[config.mk]
export PLATFORM = sky130hd
export DESIGN_NAME = circular_deque
export DESIGN_NICKNAME = d
export VERILOG_FILES = /design/src/rtl/core/cdq_pkg.sv /design/src/rtl/core/cdq_ctrl.sv /design/src/rtl/core/cdq_dp.sv /design/src/rtl/core/circular_deque.sv
export SDC_FILE = /design/constraint.sdc
export NUM_CORES = 1
export LEC_CHECK = 0
export BUFFER_PORTS_ARGS = -buffer_cell sky130_fd_sc_hd__buf_2
export CORE_MARGIN = 1
export CORE_UTILIZATION = 39
export CTS_CLUSTER_DIAMETER = 150
export DETAILED_ROUTE_END_ITERATION = 6
export HOLD_SLACK_MARGIN = 0.02
export PLACE_DENSITY = 0.57
export SETUP_SLACK_MARGIN = 0.15
export SLEW_MARGIN = 20
export SYNTH_ARGS = -nofsm -noshare
export SYNTH_HDL_FRONTEND = slang
export SYNTH_SLANG_ARGS = --single-unit
[constraint.sdc]
create_clock -name clk -period 15.1 [get_ports clk]
set_clock_uncertainty 0.15 [all_clocks]
set_input_delay 3.02 -clock clk [delete_from_list [all_inputs] [get_ports clk]]
set_output_delay 3.02 -clock clk [all_outputs]
set_load 0.005 [all_outputs]
[src/rtl/core/cdq_pkg.sv]
// cdq_pkg: request codes, field widths and controller command type for the circular deque.
// No dependencies; used by cdq_ctrl and cdq_dp.
package cdq_pkg;

    localparam logic [2:0] KIND_PUSH_FRONT = 3'd0;
    localparam logic [2:0] KIND_PUSH_BACK  = 3'd1;
    localparam logic [2:0] KIND_POP_FRONT  = 3'd2;
    localparam logic [2:0] KIND_POP_BACK   = 3'd3;
    localparam logic [2:0] KIND_PEEK       = 3'd4;

    localparam int KIND_WIDTH  = 3;
    localparam int FIELD_WIDTH = 32;
    localparam int COUNT_WIDTH = 5;
    localparam int CAP_WIDTH   = 5;

    typedef struct packed {
        logic load;   // capture request beat
        logic exec;   // apply request to pointers and store
    } cmd_t;

endpackage

[src/rtl/core/cdq_ctrl.sv]
// cdq_ctrl: sequencer for the circular deque (take beat, execute, read, respond).
// Depends on cdq_pkg.
module cdq_ctrl (
    input  logic          clk,
    input  logic          rst_n,
    input  logic          in_valid,
    output logic          in_ready,
    output logic          out_valid,
    input  logic          out_ready,
    output cdq_pkg::cmd_t cmd
);

    typedef enum logic [1:0] {
        S_IDLE,
        S_EXEC,
        S_READ,
        S_RESP
    } state_t;

    state_t state_reg;
    logic   in_ready_reg;
    logic   out_valid_reg;
    logic   exec_reg;

    always_ff @(posedge clk or negedge rst_n)
    begin
        if (!rst_n)
        begin
            state_reg     <= S_IDLE;
            in_ready_reg  <= 1'b0;
            out_valid_reg <= 1'b0;
            exec_reg      <= 1'b0;
        end
        else
        begin
            case (state_reg)
                S_IDLE:
                begin
                    if (in_ready_reg && in_valid)
                    begin
                        in_ready_reg <= 1'b0;
                        exec_reg     <= 1'b1;
                        state_reg    <= S_EXEC;
                    end
                    else
                    begin
                        in_ready_reg <= 1'b1;
                    end
                end
                S_EXEC:
                begin
                    exec_reg  <= 1'b0;
                    state_reg <= S_READ;
                end
                S_READ:
                begin
                    out_valid_reg <= 1'b1;
                    state_reg     <= S_RESP;
                end
                S_RESP:
                begin
                    if (out_ready)
                    begin
                        out_valid_reg <= 1'b0;
                        in_ready_reg  <= 1'b1;
                        state_reg     <= S_IDLE;
                    end
                end
                default:
                begin
                    state_reg     <= S_IDLE;
                    in_ready_reg  <= 1'b0;
                    out_valid_reg <= 1'b0;
                    exec_reg      <= 1'b0;
                end
            endcase
        end
    end

    assign in_ready  = in_ready_reg;
    assign out_valid = out_valid_reg;
    assign cmd.load  = in_ready_reg && in_valid;
    assign cmd.exec  = exec_reg;

endmodule

[src/rtl/core/cdq_dp.sv]
// cdq_dp: deque datapath - request registers, pointers, count, capacity, ring store.
// Depends on cdq_pkg; driven by cdq_ctrl commands.
module cdq_dp #(
    parameter int DEPTH      = 16,
    parameter int DATA_WIDTH = 32
) (
    input  logic                                      clk,
    input  logic                                      rst_n,
    input  cdq_pkg::cmd_t                             cmd,
    input  logic                                      cfg_we,
    input  logic        [cdq_pkg::CAP_WIDTH-1:0]      cfg_wdata,
    input  logic        [cdq_pkg::KIND_WIDTH-1:0]     kind,
    input  logic signed [cdq_pkg::FIELD_WIDTH-1:0]    push_value,
    output logic                                      accepted,
    output logic signed [cdq_pkg::FIELD_WIDTH-1:0]    front_value,
    output logic signed [cdq_pkg::FIELD_WIDTH-1:0]    rear_value,
    output logic        [cdq_pkg::COUNT_WIDTH-1:0]    entry_count,
    output logic                                      is_empty,
    output logic                                      is_full
);

    localparam int AW = (DEPTH > 1) ? $clog2(DEPTH) : 1;
    localparam int CW = $clog2(DEPTH + 1);
    localparam int FW = cdq_pkg::FIELD_WIDTH;

    logic [DATA_WIDTH-1:0] mem [DEPTH];

    logic [cdq_pkg::KIND_WIDTH-1:0] kind_reg;
    logic [FW-1:0]                  value_reg;
    logic [AW-1:0]                  head_reg, head_next;
    logic [AW-1:0]                  tail_reg, tail_next;
    logic [CW-1:0]                  count_reg, count_next;
    logic [CW-1:0]                  cap_reg, cap_next;
    logic                           accepted_reg, accepted_next;
    logic [DATA_WIDTH-1:0]          rd_front_reg, rd_rear_reg;

    logic                  wr_en;
    logic [AW-1:0]         wr_addr;
    logic [DATA_WIDTH-1:0] wr_data;
    logic [AW-1:0]         head_dec, head_inc, tail_dec, tail_inc;
    logic [31:0]           cap_clamp;
    logic                  ok;
    logic [DATA_WIDTH:0]   push_ext;
    logic [64:0]           front_ext, rear_ext;

    assign head_dec = (head_reg == '0) ? AW'(cap_reg - 1'b1) : head_reg - 1'b1;
    assign tail_dec = (tail_reg == '0) ? AW'(cap_reg - 1'b1) : tail_reg - 1'b1;
    assign head_inc = ((CW'(head_reg) + CW'(1)) >= cap_reg) ? '0 : head_reg + 1'b1;
    assign tail_inc = ((CW'(tail_reg) + CW'(1)) >= cap_reg) ? '0 : tail_reg + 1'b1;

    assign push_ext = (DATA_WIDTH + 1)'({33'd0, value_reg});
    assign wr_data  = push_ext[DATA_WIDTH-1:0];

    always_comb
    begin
        cap_clamp = {27'd0, cfg_wdata};
        if (cap_clamp == 32'd0)
        begin
            cap_clamp = 32'd1;
        end
        if (cap_clamp > 32'(DEPTH))
        begin
            cap_clamp = 32'(DEPTH);
        end
    end

    always_comb
    begin
        head_next  = head_reg;
        tail_next  = tail_reg;
        count_next = count_reg;
        cap_next   = cap_reg;
        ok         = 1'b0;
        wr_en      = 1'b0;
        wr_addr    = '0;
        if (cmd.exec)
        begin
            case (kind_reg)
                cdq_pkg::KIND_PUSH_FRONT, cdq_pkg::KIND_PUSH_BACK:
                begin
                    if (count_reg < cap_reg)
                    begin
                        ok         = 1'b1;
                        wr_en      = 1'b1;
                        count_next = count_reg + 1'b1;
                        if (count_reg == '0)
                        begin
                            head_next = '0;
                            tail_next = '0;
                            wr_addr   = '0;
                        end
                        else if (kind_reg == cdq_pkg::KIND_PUSH_FRONT)
                        begin
                            head_next = head_dec;
                            wr_addr   = head_dec;
                        end
                        else
                        begin
                            tail_next = tail_inc;
                            wr_addr   = tail_inc;
                        end
                    end
                end
                cdq_pkg::KIND_POP_FRONT, cdq_pkg::KIND_POP_BACK:
                begin
                    if (count_reg != '0)
                    begin
                        ok = 1'b1;
                        if (count_reg == CW'(1))
                        begin
                            head_next  = '0;
                            tail_next  = '0;
                            count_next = '0;
                        end
                        else
                        begin
                            if (kind_reg == cdq_pkg::KIND_POP_FRONT)
                            begin
                                head_next = head_inc;
                            end
                            else
                            begin
                                tail_next = tail_dec;
                            end
                            count_next = count_reg - 1'b1;
                        end
                    end
                end
                cdq_pkg::KIND_PEEK:
                begin
                    ok = 1'b1;
                end
                default:
                begin
                    ok = 1'b0;
                end
            endcase
        end
        if (cfg_we)
        begin
            cap_next   = cap_clamp[CW-1:0];
            head_next  = '0;
            tail_next  = '0;
            count_next = '0;
        end
        accepted_next = cmd.exec ? ok : accepted_reg;
    end

    always_ff @(posedge clk or negedge rst_n)
    begin
        if (!rst_n)
        begin
            head_reg     <= '0;
            tail_reg     <= '0;
            count_reg    <= '0;
            cap_reg      <= CW'(DEPTH);
            accepted_reg <= 1'b0;
        end
        else
        begin
            head_reg     <= head_next;
            tail_reg     <= tail_next;
            count_reg    <= count_next;
            cap_reg      <= cap_next;
            accepted_reg <= accepted_next;
        end
    end

    always_ff @(posedge clk)
    begin
        if (cmd.load)
        begin
            kind_reg  <= kind;
            value_reg <= push_value;
        end
    end

    // ring store: one write port, two registered read ports
    always_ff @(posedge clk)
    begin
        if (wr_en)
        begin
            mem[wr_addr] <= wr_data;
        end
        rd_front_reg <= mem[head_reg];
        rd_rear_reg  <= mem[tail_reg];
    end

    assign front_ext = 65'($signed(rd_front_reg));
    assign rear_ext  = 65'($signed(rd_rear_reg));

    assign accepted    = accepted_reg;
    assign is_empty    = (count_reg == '0);
    assign is_full     = (count_reg == cap_reg);
    assign entry_count = cdq_pkg::COUNT_WIDTH'(count_reg);
    assign front_value = is_empty ? '1 : front_ext[FW-1:0];
    assign rear_value  = is_empty ? '1 : rear_ext[FW-1:0];

`ifndef SYNTHESIS
    a_count_le_cap: assert property (@(posedge clk) disable iff (!rst_n)
        count_reg <= cap_reg)
        else $error("count above capacity");

    a_empty_ptrs: assert property (@(posedge clk) disable iff (!rst_n)
        count_reg == '0 |-> head_reg == '0 && tail_reg == '0)
        else $error("empty deque with nonzero pointers");

    a_full_push_refused: assert property (@(posedge clk) disable iff (!rst_n)
        cmd.exec && !cfg_we && count_reg == cap_reg &&
        (kind_reg == cdq_pkg::KIND_PUSH_FRONT || kind_reg == cdq_pkg::KIND_PUSH_BACK)
        |=> !accepted_reg && $stable(count_reg) && $stable(head_reg) && $stable(tail_reg))
        else $error("push into full deque changed state");

    a_hold_when_idle: assert property (@(posedge clk) disable iff (!rst_n)
        !cmd.exec && !cfg_we |=> $stable(count_reg) && $stable(head_reg)
        && $stable(tail_reg) && $stable(accepted_reg))
        else $error("state changed without a request");

    a_no_load_during_exec: assert property (@(posedge clk) disable iff (!rst_n)
        cmd.exec |-> !cmd.load)
        else $error("request captured while executing");
`endif

endmodule

[src/rtl/core/circular_deque.sv]
// circular_deque: double-ended queue in a ring store with settable capacity.
// Depends on cdq_pkg, cdq_ctrl, cdq_dp.
//
// Request channel (in_valid/in_ready) carries kind and push_value; one beat
// is one request: push front, push back, pop front, pop back or peek.
// Result channel (out_valid/out_ready) returns one beat per request with
// accepted, front/rear values (-1 when empty), entry_count and flags.
// Configuration: cfg_we with cfg_wdata sets the capacity in use (0 reads as
// 1, values above DEPTH as DEPTH) and empties the queue; write only when idle.
//
// Timing: after the request beat the controller steps through S_EXEC (execute)
// and S_READ (registered store read), then raises out_valid in S_RESP. One
// request is in flight at a time; the pace is set by the controller sequence
// and the registered read of the ring store.
// A stalled result holds its value and no new request beat is taken until
// it is delivered.
// Reset: queue empty, both pointers zero, capacity DEPTH, no result pending.
module circular_deque #(
    parameter int DEPTH      = 16,
    parameter int DATA_WIDTH = 32
) (
    input  logic                                   clk,
    input  logic                                   rst_n,
    input  logic                                   cfg_we,
    input  logic        [cdq_pkg::CAP_WIDTH-1:0]   cfg_wdata,
    input  logic                                   in_valid,
    output logic                                   in_ready,
    input  logic        [cdq_pkg::KIND_WIDTH-1:0]  kind,
    input  logic signed [cdq_pkg::FIELD_WIDTH-1:0] push_value,
    output logic                                   out_valid,
    input  logic                                   out_ready,
    output logic                                   accepted,
    output logic signed [cdq_pkg::FIELD_WIDTH-1:0] front_value,
    output logic signed [cdq_pkg::FIELD_WIDTH-1:0] rear_value,
    output logic        [cdq_pkg::COUNT_WIDTH-1:0] entry_count,
    output logic                                   is_empty,
    output logic                                   is_full
);

    cdq_pkg::cmd_t cmd;

    cdq_ctrl u_ctrl (
        .clk       (clk),
        .rst_n     (rst_n),
        .in_valid  (in_valid),
        .in_ready  (in_ready),
        .out_valid (out_valid),
        .out_ready (out_ready),
        .cmd       (cmd)
    );

    cdq_dp #(
        .DEPTH      (DEPTH),
        .DATA_WIDTH (DATA_WIDTH)
    ) u_dp (
        .clk         (clk),
        .rst_n       (rst_n),
        .cmd         (cmd),
        .cfg_we      (cfg_we),
        .cfg_wdata   (cfg_wdata),
        .kind        (kind),
        .push_value  (push_value),
        .accepted    (accepted),
        .front_value (front_value),
        .rear_value  (rear_value),
        .entry_count (entry_count),
        .is_empty    (is_empty),
        .is_full     (is_full)
    );

endmodule
# Word-level counts from Yosys, hierarchy flattened
# Memories as Yosys holds them, arrays and structs flattened. A register that Yosys moved wholly into a read port is not among the register bits.
# Cells that the tools add are included.
word_totals:
  n_memories: 1
  mem_bits_rw: 512
  elab_cells: 118
  mem_bits_ro: 0
  reg_bits: 59
  latchBits: 0
  output_inout_bits: 74
mem_list:
  columns: ["name", "depth", "word_bits", "read_ports", "rd_ports_with_merged_regs", "wr", "line_no", "source"]
  rows:
  - ["u_dp.mem", 16, 32, 2, 2, 1, "cdq_dp.sv:26", "logic [DATA_WIDTH-1:0] mem [DEPTH];"]
op_classes:
  bitwise: 0
  eq_ne: 17
  n_mux: 54
  n_shift: 0
  n_addsub: 9
  multipliers: 0
  magnitude_cmp: 4
  div_mod_pow: 0
  reduce_logical: 22
ops:
  columns: ["operator", "n"]
  rows:
  - ["4-bit two-way mux", 25]
  - ["32-bit two-way mux", 2]
  - ["5-bit two-way mux", 7]
  - ["4-bit case mux with 2 select lines", 2]
  - ["6-bit AND reduction", 2]
  - ["4-bit by 1-bit subtractor with 4-bit output, second input constant", 3]
  - ["4-bit by 1-bit adder with 5-bit output, second input constant", 2]
  - ["5-bit greater-or-equal comparator", 2]
  - ["5-bit logical NOT", 2]
  - ["1-bit two-way mux", 10]
  - ["5-bit case mux with 2 select lines", 1]
  - ["4-bit by 1-bit adder with 4-bit output, second input constant", 2]
  - ["4-bit logical NOT", 2]
  - ["4-bit by 2-bit inequality test with 1-bit output, second input constant", 2]
  - ["4-bit by 3-bit inequality test with 1-bit output, second input constant", 2]
  - ["2-bit case mux with 4 select lines", 1]
  - ["2-bit AND reduction", 4]
  - ["2-bit nonzero test", 4]
  - ["3-bit by 2-bit == test with 1-bit output, second input constant", 2]
  - ["3-bit by 2-bit inequality test with 1-bit output, second input constant", 2]
  - ["1-bit case mux with 2 select lines", 3]
  - ["5-bit by 1-bit adder with 5-bit output, second input constant", 1]
  - ["5-bit by 1-bit == test with 1-bit output, second input constant", 1]
  - ["5-bit == test", 1]
  - ["other kinds (17)", 21]

# Longest topological paths before layout
# Gate-level depths: netlist of run 1.
depth:
  depth_word: 9
  depth_mapped: 12
  depth_no_buf: 8

# Modules after synthesis
# A second synthesis of run 1 with hierarchy kept.
unflattened:
  cells_unflattened: 1345
  hier_area_um2: 28005.6
by_module_without_submodules:
  columns: ["module", "area_per_inst_um2", "instances", "cells_per_inst", "seq_area_each_um2"]
  rows:
  - ["cdq_dp", 27697.8, 1, 1315, 18183.7]
  - ["cdq_ctrl", 307.8, 1, 30, 125.1]

# Worst setup path before layout of run 1
# Ideal clock, no wire load.
synth_timing:
  kind: "reg-to-reg"
  startpoint: "reg u_dp.tail_reg[1]"
  endpoint: "mem u_dp.mem[4][0] (enable)"
  setup_ps: 501
  period_less_slack_ps: 6486
  path_stages_with_launch: 13
  arrival_ps: 5835
  setup_slack_ps: 8614
  path_cell_list: "dfrtp_1 clkbuf_1 clkbuf_1 clkbuf_1 inv_1 ha_1 ha_1 nand2_1 o21ai_0 a211oi_1 or3b_1 buf_2 nor4_1"
synth_between:
  elab_chain_cells: 8
synth_lines:
  columns: ["element", "line_no", "source"]
  rows:
  - ["start, declared", "cdq_dp.sv:31", "logic [AW-1:0] tail_reg, tail_next;"]
  - ["start signal, assigned", "cdq_dp.sv:162", "tail_reg <= tail_next;"]
  - ["4-bit by 1-bit adder with 5-bit output", "cdq_dp.sv:49", "assign tail_inc = ((CW'(tail_reg) + CW'(1)) >= cap_reg) ? '0 : tail_reg + 1'b1;"]
  - ["5-bit greater-or-equal comparator", "cdq_dp.sv:49", null]
  - ["4-bit two-way mux (*)", "cdq_dp.sv:49", null]
  - ["4-bit two-way mux (*)", "cdq_dp.sv:92", "else if (kind_reg == cdq_pkg::KIND_PUSH_FRONT)"]
  - ["4-bit two-way mux (*)", "cdq_dp.sv:86", "if (count_reg == '0)"]
  - ["4-bit two-way mux (*)", "cdq_dp.sv:81", "if (count_reg < cap_reg)"]
  - ["4-bit two-way mux (*)", "cdq_dp.sv:78", "case (kind_reg)"]
  - ["4-bit two-way mux (*)", "cdq_dp.sv:76", "if (cmd.exec)"]
  - ["end, declared", "cdq_dp.sv:26", null]
# Every way passes the cells marked *; elsewhere a longest branch is shown, timed or not.

# Final worst setup path of run 1
layout_timing:
  startpoint: "reg u_dp.count_reg[0], in the netlist u_dp.entry_count[0]"
  endpoint: "out front_value[14] (netlist bit)"
layout_between:
  elab_chain_cells: 2
layout_lines:
  columns: ["element", "line_no", "source"]
  rows:
  - ["start, declared", "cdq_dp.sv:32", "logic [CW-1:0] count_reg, count_next;"]
  - ["start signal, assigned", "cdq_dp.sv:163", "count_reg <= count_next;"]
  - ["5-bit logical NOT", "cdq_dp.sv:193", "assign is_empty = (count_reg == '0);"]
  - ["32-bit two-way mux", "cdq_dp.sv:196", "assign front_value = is_empty ? '1 : front_ext[FW-1:0];"]
  - ["end, declared", "circular_deque.sv:33", "output logic signed [cdq_pkg::FIELD_WIDTH-1:0] front_value,"]
# Every way passes these cells.

==> metrics.md, run 1 <==
| Metric | Value |
|---|---|
| Top cell type's share of synthesized area | `58.6%` |
| Reg with most FFs | `u_dp.mem` |
| Drt pass-1 iters | `5` |
| Placeable core area | `0.0706 mm²` |
| Die Span X | `270 µm` |
| Top Ports | `119` |
| Root Buffer | `clkbuf_16` |
| Count leader, synth | `edfxtp_1` |
| Worst slack, placed | `9.89 ns` |
| Rows | `97` |
| Area delta synth->final | `14.2%` |
| Relative slew slack | `25.7%` |
| Required @ worst endpoint | `11.93 ns` |
| R2R depth | `9` |
| Slowest stage cell, crit path | `or4b_4` |
| Power Total | `5.60 mW` |
| Reg-to-reg endpoint | `u_dp.mem[2][24]` |
| Largest net degree at the start of global routing | `97` |
| Critical Path Fanout Max | `71` |
| Kind of critical path | `flop to primary output` |
| FILL cells | `6005` |
| Register area share after synthesis | `65.3%` |
| H-tree Lvls | `3` |
| DPL Wire Length | `36.6 mm` |
| Clock-pin slew on the worst setup and hold paths | `0.06 ns` |
| Synth cell count leaders | `edfxtp_1 (547), mux4_2 (320), nand2b_1 (67)` |
| Final setup fails | `0` |
| Placed Cells | `2367` |
| Post-Syn Instances | `1366` |
| Vias in the first global route | `15200` |
| Register-to-Register Setup Slack | `10.13 ns` |
| Syn. warnings | `0` |
| Mapped Area | `0.0280 mm²` |
| Critical path's largest stage delay | `0.86 ns` |
| Distinct cells, synth | `68` |
| Skew-Pair Late Insertion Delay | `0.62 ns` |
| Global Route Usage Sum | `19.2%` |
| Area of the die | `0.0730 mm²` |
| Synthesized area per cell | `20.5 µm²` |
| Final Wtd Congestion | `0.801` |
| Post-DRT Antenna Nets | `0` |
| Die height | `270 µm` |
| Layout Nets | `1571` |
| CTS tree | `done` |
| DRT Wirelength | `69.3 mm` |
| Sink of the worst hold path | `u_dp.accepted` |
| GR Overflow Total | `0` |
| Synth area leader | `edfxtp_1` |
| Total CTS buffers | `70` |
| Async SR Flop Fraction | `3.78%` |
| Hold path depth | `1` |
| Crit share post-route | `38.5%` |
| Status | `completed` |
| Flops & latches, synth | `635` |
| CP cell instances | `inv_1 > ha_1 > or4b_4 > nand2b_1 > buf_2` |
| Share of cells above drive strength 1 | `39.1%` |
| Total number of vias | `14400` |
| Slew @ Worst Pin | `1.11 ns` |
| Final worst path period need | `5.81 ns` |
| Initial drt markers | `1278` |
| RSZ-0062 raised after global routing | `false` |
| Max Cap Violations | `0` |
| Area post-placement | `0.0298 mm²` |
| Max VDD drop | `195 µV` |
| Vias per cell | `5.79` |
| FF-to-FF Start | `u_dp.tail_reg[0]` |
| Detailed-route DRC error count | `0` |
| Min-delay src | `u_dp.accepted` |
| Pwr/cell area | `175 mW/mm²` |
| Setup WS post-layout | `9.29 ns` |
| Sink Count | `635` |
| Gates resized, CTS repair | `0` |
| Clk buf depth | `3` |
| Worst Setup End Kind | `primary output` |
| First-pass GRT wire length | `102 mm` |
| Synth Net Count | `1438` |
| Data arrival, critical path | `2.64 ns` |
| Hold buffers post-CTS | `0` |
| Leak Pwr | `9.97 nW` |
| Fmax | `172 MHz` |
| Max Slew Vio Count | `0` |
| Post-route cell area | `0.0320 mm²` |
| Post-Route Setup TNS | `0 ns` |
| Post-synth EDFFs | `547` |
| Initial antenna violation count | `1` |
| Worst Path Buf+Inv | `2` |
| Initial core utilization | `39.7%` |
| Max FFs per register | `512` |
| CP delay by family, top | `simple AND/OR/NAND/NOR gates` |
| CP Launch Type | `flop` |
| Synth area leaders | `edfxtp_1 (59%), mux4_2 (26%), dfxtp_1 (4.6%)` |
| Setup Fix Bufs, Post-CTS | `0` |
| Final hold violations | `0` |
| Non-Filler Instances | `2495` |
| Synth Flop Type | `edfxtp_1` |
| WL per Instance | `27.8 µm` |
| Port Buffers | `118` |
| Worst min path class | `flop to flop` |
## logic make-up (layout without fill, tap and decap cells)
logic type,after synthesis,in the layout,share of synthesized area (%)
AOI/OAI and AO/OA,88,88,2.19
DFF,635,635,65.3
adders and majority gates,27,27,1.20
and+or+nand+nor,175,175,3.61
muxes,324,324,25.8
buffers and inverters,110,298,1.64
other,0,1,0
xor gates and xnor gates,7,7,0.219
## per-layer routing
metal  track usage [%]  share of wire, %
met5                 0                 0
met2              32.5                51
met4              5.34               1.8
met3              3.58               5.3
met1              25.5                42
## power by group
part           leakage (nW)  internal [mW]  switching [mW]
clock                  1.08          0.967           0.689
combinational          3.12          0.822           0.787
sequential             5.77           2.12           0.209
## cell usage in the layout, fill, tap and decap left out, drive strengths merged, types with 3 or more instances in the layout
cell | synthesis | routed
a211oi | 7 | 7
o31ai | 3 | 3
and3 | 4 | 4
o2111a | 3 | 3
buf | 34 | 152
xnor2 | 3 | 3
bufinv | 0 | 4
dfrtp | 23 | 23
nand2 | 20 | 20
mux2i | 4 | 4
clkinvlp | 0 | 3
nand3 | 10 | 10
ha | 27 | 27
nor3 | 18 | 18
nand4 | 3 | 3
mux4 | 320 | 320
nor4 | 5 | 5
nor2 | 16 | 16
xor2 | 4 | 4
nand2b | 67 | 67
o2111ai | 5 | 5
inv | 18 | 23
clkbuf | 57 | 96
and2 | 6 | 6
dfxtp | 64 | 64
nor2b | 7 | 7
edfxtp | 547 | 547
a22oi | 6 | 6
nand3b | 5 | 5
a31oi | 6 | 6
a21oi | 13 | 13
clkinv | 1 | 20
o21ai | 21 | 21
a311oi | 3 | 3
## worst max-delay path by stage
stage | start | endpoint | slack (ns) | cells after the start
4_1_cts | u_dp.entry_count[0] | front_value[14] | 9.21 | 5
3_3_place_gp | u_dp.entry_count[0] | rear_value[16] | 9.98 | 5
2_1_floorplan | u_dp.tail_reg[1] | u_dp.mem[4][0] | 8.61 | 12
6_report | u_dp.entry_count[0] | front_value[14] | 9.29 | 5
3_5_place_dp | u_dp.entry_count[0] | front_value[14] | 9.89 | 5
5_1_grt | u_dp.entry_count[1] | front_value[13] | 9.12 | 5
## through the flow
| step | hold slack, ns | utilization (%) |
|---|---|---|
| after floorplan | 0.336 | - |
| after global placement | 0.360 | 42.2 |
| after detailed placement | 0.363 | 42.2 |
| after CTS | 0.376 | 45.3 |
| after global routing | 0.383 | 45.3 |
| final | 0.370 | 45.3 |
## area by class of cell
cell class / count / area [µm²] / share of cell area (%)
clock buffers: 96 / 1930 / 6.03
well taps: 940 / 1180 / 3.67
multi-input cells: 621 / 9360 / 29.2
diodes: 1 / 2.50 / 0.00781
clock inverters: 31 / 275 / 0.860
inverters: 19 / 83.8 / 0.262
flip-flops and latches: 635 / 18300 / 57.3
repair buffers: 152 / 858 / 2.68
Note: power is estimated with default switching activity, not from simulation.
==> run 2: changes to the inputs <==
Clock period 15.1 ns to 5.6 ns, I/O delays scaled along.
==> metrics.md, run 2 (synthesized netlist as in run 1, its figures left out) <==
| Metric | Value |
|---|---|
| Non-Filler Instances | `2498 (+0.12%)` |
| Relative slew slack | `28.4% (+2.7 points)` |
| Critical Path Fanout Max | `34 (-52%)` |
| CTS tree | `done` |
| Rows | `97 (unchanged)` |
| Final worst path period need | `4.78 ns` |
| Total CTS buffers | `71 (+1.4%)` |
| Worst min path class | `flop to flop` |
| Max FFs per register | `512 (unchanged)` |
| Sink Count | `635 (unchanged)` |
| H-tree Lvls | `3 (unchanged)` |
| Clk buf depth | `3 (unchanged)` |
| Fmax | `209 MHz` |
| Placeable core area | `0.0706 mm² (unchanged)` |
| Top Ports | `119 (unchanged)` |
| Critical path's largest stage delay | `0.84 ns (-0.02 ns)` |
| Final hold violations | `0 (unchanged)` |
| Vias per cell | `5.76 (-0.51%)` |
| Area post-placement | `0.0298 mm² (about the same)` |
| Data arrival, critical path | `4.86 ns (+2.22 ns)` |
| Sink of the worst hold path | `u_dp.accepted` |
| Drt pass-1 iters | `5 (unchanged)` |
| Port Buffers | `118 (unchanged)` |
| CP Launch Type | `flop` |
| Most frequent CP cell | `ha_1` |
| WL per Instance | `26.9 µm (-3.3%)` |
| Diode count | `0 (-1)` |
| DRT Wirelength | `67.1 mm (-3.1%)` |
| Skew-Pair Late Insertion Delay | `0.60 ns (-0.02 ns)` |
| Max VDD drop | `370 µV (+89%)` |
| Gates resized, CTS repair | `0 (unchanged)` |
| Area of the die | `0.0730 mm² (unchanged)` |
| Setup Fix Bufs, Post-CTS | `0 (unchanged)` |
| Final Wtd Congestion | `0.798 (-0.34%)` |
| Reg-to-reg endpoint | `u_dp.mem[0][25]` |
| Root Buffer | `clkbuf_16` |
| Slew @ Worst Pin | `1.07 ns (-0.0407 ns)` |
| Status | `completed` |
| Hold path depth | `1 (unchanged)` |
| Hold buffers post-CTS | `0 (unchanged)` |
| Power Total | `15.3 mW (+170%)` |
| First-pass GRT wire length | `101 mm (-0.73%)` |
| Initial antenna violation count | `1 (unchanged)` |
| Share of cells above drive strength 1 | `39.5% (+0.41 points)` |
| Pwr/cell area | `477 mW/mm² (+170%)` |
| Clock-pin slew on the worst setup and hold paths | `0.06 ns (about the same)` |
| CP delay by family, top | `simple AND/OR/NAND/NOR gates` |
| Die Span X | `270 µm (unchanged)` |
| Largest net degree at the start of global routing | `88 (-9.3%)` |
| Core Util, Final | `45.5% (+0.21 points)` |
| FILL cells | `6035 (+0.50%)` |
| Global Route Usage Sum | `18.7% (-0.51 points)` |
| Die height | `270 µm (unchanged)` |
| Reg with most FFs | `u_dp.mem` |
| Area delta synth->final | `14.7%` |
| Register-to-Register Setup Slack | `0.82 ns (-9.31 ns)` |
| Max Slew Vio Count | `0 (unchanged)` |
| Post-route cell area | `0.0322 mm² (+0.47%)` |
| Most common cell after layout, fill and taps aside | `edfxtp_1` |
| Worst Path Buf+Inv | `1 (-1)` |
| GR Overflow Total | `0 (unchanged)` |
| Kind of critical path | `flop to flop` |
| Total number of vias | `14400 (-0.39%)` |
| Commonest cells after routing, fill and taps aside | `edfxtp_1 (547), mux4_2 (320), buf_2 (118), clkbuf_16 (72), nand2b_1 (67)` |
| Leak Pwr | `10.1 nW (+0.85%)` |
| DPL Wire Length | `38.2 mm (+4.6%)` |
| Layout Nets | `1573 (+0.13%)` |
| Min-delay src | `u_dp.accepted` |
| Slowest stage cell, crit path | `nor3_2` |
| FF-to-FF Start | `u_dp.tail_reg[1]` |
| Worst Setup End Kind | `flop` |
| RSZ-0062 raised after global routing | `false` |
| R2R depth | `9 (unchanged)` |
| Final setup fails | `0 (unchanged)` |
| Max Cap Violations | `0 (unchanged)` |
| CP cell instances | `ha_1 > xor2_1 > ha_1 > nand2_1 > o21ai_0 > a211oi_1 > or3b_1 > nor3_2 > buf_4` |
| Vias in the first global route | `15600 (+2.5%)` |
| Detailed-route DRC error count | `0 (unchanged)` |
| Initial drt markers | `1172 (-8.3%)` |
| Post-DRT Antenna Nets | `0 (unchanged)` |
| Crit share post-route | `85.3%` |
| Initial core utilization | `39.7% (unchanged)` |
| Required @ worst endpoint | `5.68 ns (-6.25 ns)` |
| Placed Cells | `2368 (+0.042%)` |
run 2: report_power, final:
group	internal (mW)	switching (mW)
logic	2.22	2.22
clock network	2.81	1.87
registers	5.73	0.499
total	10.8	4.59
run 2: metrics by stage:
step           TNS (ns)  hold WS (ns)  setup WS (ns)
6_report              0         0.369          0.823
3_5_place_dp          0         0.354          0.826
5_1_grt               0         0.391          0.457
4_1_cts               0         0.351          0.790
3_3_place_gp          0         0.353          0.943
2_1_floorplan   -106.63         0.336         -0.886
run 2: how the worst max path moves through the flow:
stage | startpoint | slack (ns) | depth (start not counted) | to
after floorplan | u_dp.tail_reg[1] | -0.89 | 12 | u_dp.mem[4][0]
after global placement | u_dp.tail_reg[1] | 0.94 | 9 | u_dp.mem[0][24]
after detailed placement | u_dp.tail_reg[1] | 0.83 | 9 | u_dp.mem[0][24]
after CTS | u_dp.tail_reg[1] | 0.79 | 9 | u_dp.mem[0][22]
after global routing | u_dp.tail_reg[1] | 0.46 | 9 | u_dp.mem[0][27]
final | u_dp.tail_reg[1] | 0.82 | 9 | u_dp.mem[0][25]
run 2: metal layers:
metal | wire length, µm | GRT usage (%) | share of wire, %
met5 | 0 | 0 | 0
met4 | 1430 | 5.52 | 2.1
met3 | 3350 | 3.04 | 5.0
met2 | 33700 | 31.4 | 50
met1 | 28600 | 25.2 | 43
run 2: area by class of cell:
class	instances	area (µm²)	share of cell area [%]
clock buffers	103	2080	6.46
clock inverters	27	278	0.863
inverters	19	83.8	0.261
multi-input cells	621	9360	29.1
flip-flops and latches	635	18300	57.0
well taps	940	1180	3.66
repair buffers	153	866	2.69
==> run 3: changes to the inputs <==
Settings changed: PLACE_DENSITY 0.57 to 0.63.
==> metrics.md, run 3 (synthesized netlist as in run 1, its figures left out) <==
| Metric | Value |
|---|---|
| Vias per cell | `5.80 (+0.77%)` |
| Max VDD drop | `263 µV (-29%)` |
| Clock-pin slew on the worst setup and hold paths | `0.06 ns (about the same)` |
| Max FFs per register | `512 (unchanged)` |
| Pwr/cell area | `474 mW/mm² (-0.63%)` |
| Final worst path period need | `4.86 ns (+0.0798 ns)` |
| Final hold violations | `0 (unchanged)` |
| Largest net degree at the start of global routing | `99 (+13%)` |
| Total number of vias | `14500 (+0.81%)` |
| Crit path depth | `9 (unchanged)` |
| Status | `completed` |
| GRT busiest layer | `met2` |
| Post-Route Setup TNS | `0 ns (unchanged)` |
| Skew-Pair Late Insertion Delay | `0.61 ns (about the same)` |
| Max Slew Vio Count | `0 (unchanged)` |
| Required @ worst endpoint | `5.68 ns (about the same)` |
| Register-to-Register Setup Slack | `0.74 ns (-0.08 ns)` |
| Sink Count | `635 (unchanged)` |
| First-pass GRT wire length | `99.1 mm (-2.0%)` |
| Worst slack, placed | `0.736 ns (-0.0905 ns)` |
| Reg with most FFs | `u_dp.mem` |
| Crit share post-route | `86.7% (+1.4 points)` |
| CP delay by family, top | `simple AND/OR/NAND/NOR gates` |
| Top Ports | `119 (unchanged)` |
| Hold WS | `0.345 ns (-0.0244 ns)` |
| Die height | `270 µm (unchanged)` |
| Worst Setup End Kind | `flop` |
| Data arrival, critical path | `4.94 ns (+0.08 ns)` |
| FILL cells | `5966 (-1.1%)` |
| Critical path's largest stage delay | `0.85 ns (about the same)` |
| Detailed-route DRC error count | `0 (unchanged)` |
| Area delta synth->final | `14.6%` |
| Area of the die | `0.0730 mm² (unchanged)` |
| Max Cap Violations | `0 (unchanged)` |
| WL per Instance | `26.4 µm (-1.6%)` |
| Worst Path Buf+Inv | `1 (unchanged)` |
| Drt pass-1 iters | `7 (+2)` |
| Setup WS post-layout | `0.743 ns (-0.0798 ns)` |
| Crit path capture | `u_dp.mem[0][25]` |
| Share of cells above drive strength 1 | `39.7% (+0.17 points)` |
| Reg area | `0.0183 mm² (about the same)` |
| Worst min path class | `flop to flop` |
| FF-to-FF Start | `u_dp.tail_reg[0]` |
| Crit. Startpoint | `u_dp.tail_reg[0]` |
| Final setup fails | `0 (unchanged)` |
| R2R depth | `9 (unchanged)` |
| GR Layer Usage met3 | `3.04% (unchanged)` |
| Hold buffers post-CTS | `0 (unchanged)` |
| Initial drt markers | `1235 (+5.4%)` |
| Most frequent CP cell | `ha_1` |
| Diode count | `0 (unchanged)` |
| Multi-input combinational cell area | `0.00936 mm² (unchanged)` |
| Kind of critical path | `flop to flop` |
| Rows | `97 (unchanged)` |
| Post-DRT Antenna Nets | `0 (unchanged)` |
| Relative slew slack | `31.2% (+2.8 points)` |
| DRT Wirelength | `66.0 mm (-1.6%)` |
| Placeable core area | `0.0706 mm² (unchanged)` |
| Most common cell after layout, fill and taps aside | `edfxtp_1` |
| Vias in the first global route | `15500 (-0.17%)` |
| Root Buffer | `clkbuf_16` |
| Initial antenna violation count | `0 (-1)` |
| Layout Nets | `1577 (+0.25%)` |
| Gates resized, CTS repair | `0 (unchanged)` |
| Total CTS buffers | `70 (-1.4%)` |
| Final Wtd Congestion | `0.846 (+6.0%)` |
| Slowest stage cell, crit path | `dfrtp_4` |
| Non-Filler Instances | `2499 (+0.040%)` |
| Met2 Use GR | `29.6% (-1.8 points)` |
| Critical Path Fanout Max | `33 (-2.9%)` |
| Clk buf depth | `3 (unchanged)` |
| GR Overflow Total | `0 (unchanged)` |
| Core Util, Final | `45.5% (-0.059 points)` |
| Reg-to-reg endpoint | `u_dp.mem[0][25]` |
| Met1 usage in global routing | `24.8% (-0.33 points)` |
| CP Launch Type | `flop` |
| Global Route Usage Sum | `18.3% (-0.43 points)` |
| Leak Pwr | `10.0 nW (-0.11%)` |
| DPL Wire Length | `38.8 mm (+1.4%)` |
| Fmax | `206 MHz (-1.6%)` |
| Slew @ Worst Pin | `1.02 ns (-0.0560 ns)` |
| Die Span X | `270 µm (unchanged)` |
| Port Buffers | `118 (unchanged)` |
| Setup Fix Bufs, Post-CTS | `0 (unchanged)` |
| CP cell instances | `ha_1 > xor2_1 > ha_1 > nand2_1 > o21ai_0 > a211oi_1 > or3b_1 > nor3_2 > buf_4` |
| H-tree Lvls | `3 (unchanged)` |
| Initial core utilization | `39.7% (unchanged)` |
| Placed Cells | `2373 (+0.21%)` |
| CTS tree | `done` |
| Commonest cells after routing, fill and taps aside | `edfxtp_1 (547), mux4_2 (320), buf_2 (118), clkbuf_16 (74), nand2b_1 (67)` |
| RSZ-0062 raised after global routing | `false` |
-- run 3: cell types whose count changed in the layout (fill, tap and decap cells not counted), sizes merged --
cell      previous run  this run
buf                153       158
clkinv              18        19
clkinvlp             2         3
clkbuf             103        97
-- run 3: how the worst min path moves through the flow --
stage	start	end	cells after the start
after floorplan	u_dp.accepted	u_dp.accepted	1
after global placement	u_dp.accepted	u_dp.accepted	1
after detailed placement	u_dp.accepted	u_dp.accepted	1
after CTS	u_dp.accepted	u_dp.accepted	1
after global routing	u_dp.accepted	u_dp.accepted	1
final	u_dp.accepted	u_dp.accepted	1
-- run 3: cell type report --
class                      instances  area share, %
clock buffer                      97           6.16
inverter                          19          0.261
sequential                       635           57.0
multi-input combinational        621           29.1
tap                              940           3.66
timing repair buffer             158           2.81
clock inverter                    29          0.938
-- run 3: report_power, final --
group	switching [mW]	internal (mW)	total, mW
Clock	1.84	2.71	4.55
Sequential	0.491	5.73	6.22
Combinational	2.24	2.23	4.46
Total	4.57	10.7	15.2
-- run 3: routing by layer --
metal / wire [µm] / up-vias
li1: - / 6117
met1: 27500 / 7738
met2: 32500 / 526
met3: 3900 / 115
met4: 2060 / 0
met5: 0 / -
-- run 3: through the flow --
step	power (mW)	cell area, µm²
CTS	15.5	32100
global placement	10.8	29900
detailed placement	10.9	29900
floorplan	9.27	28000
finish	15.2	32100
global route	16.0	32100
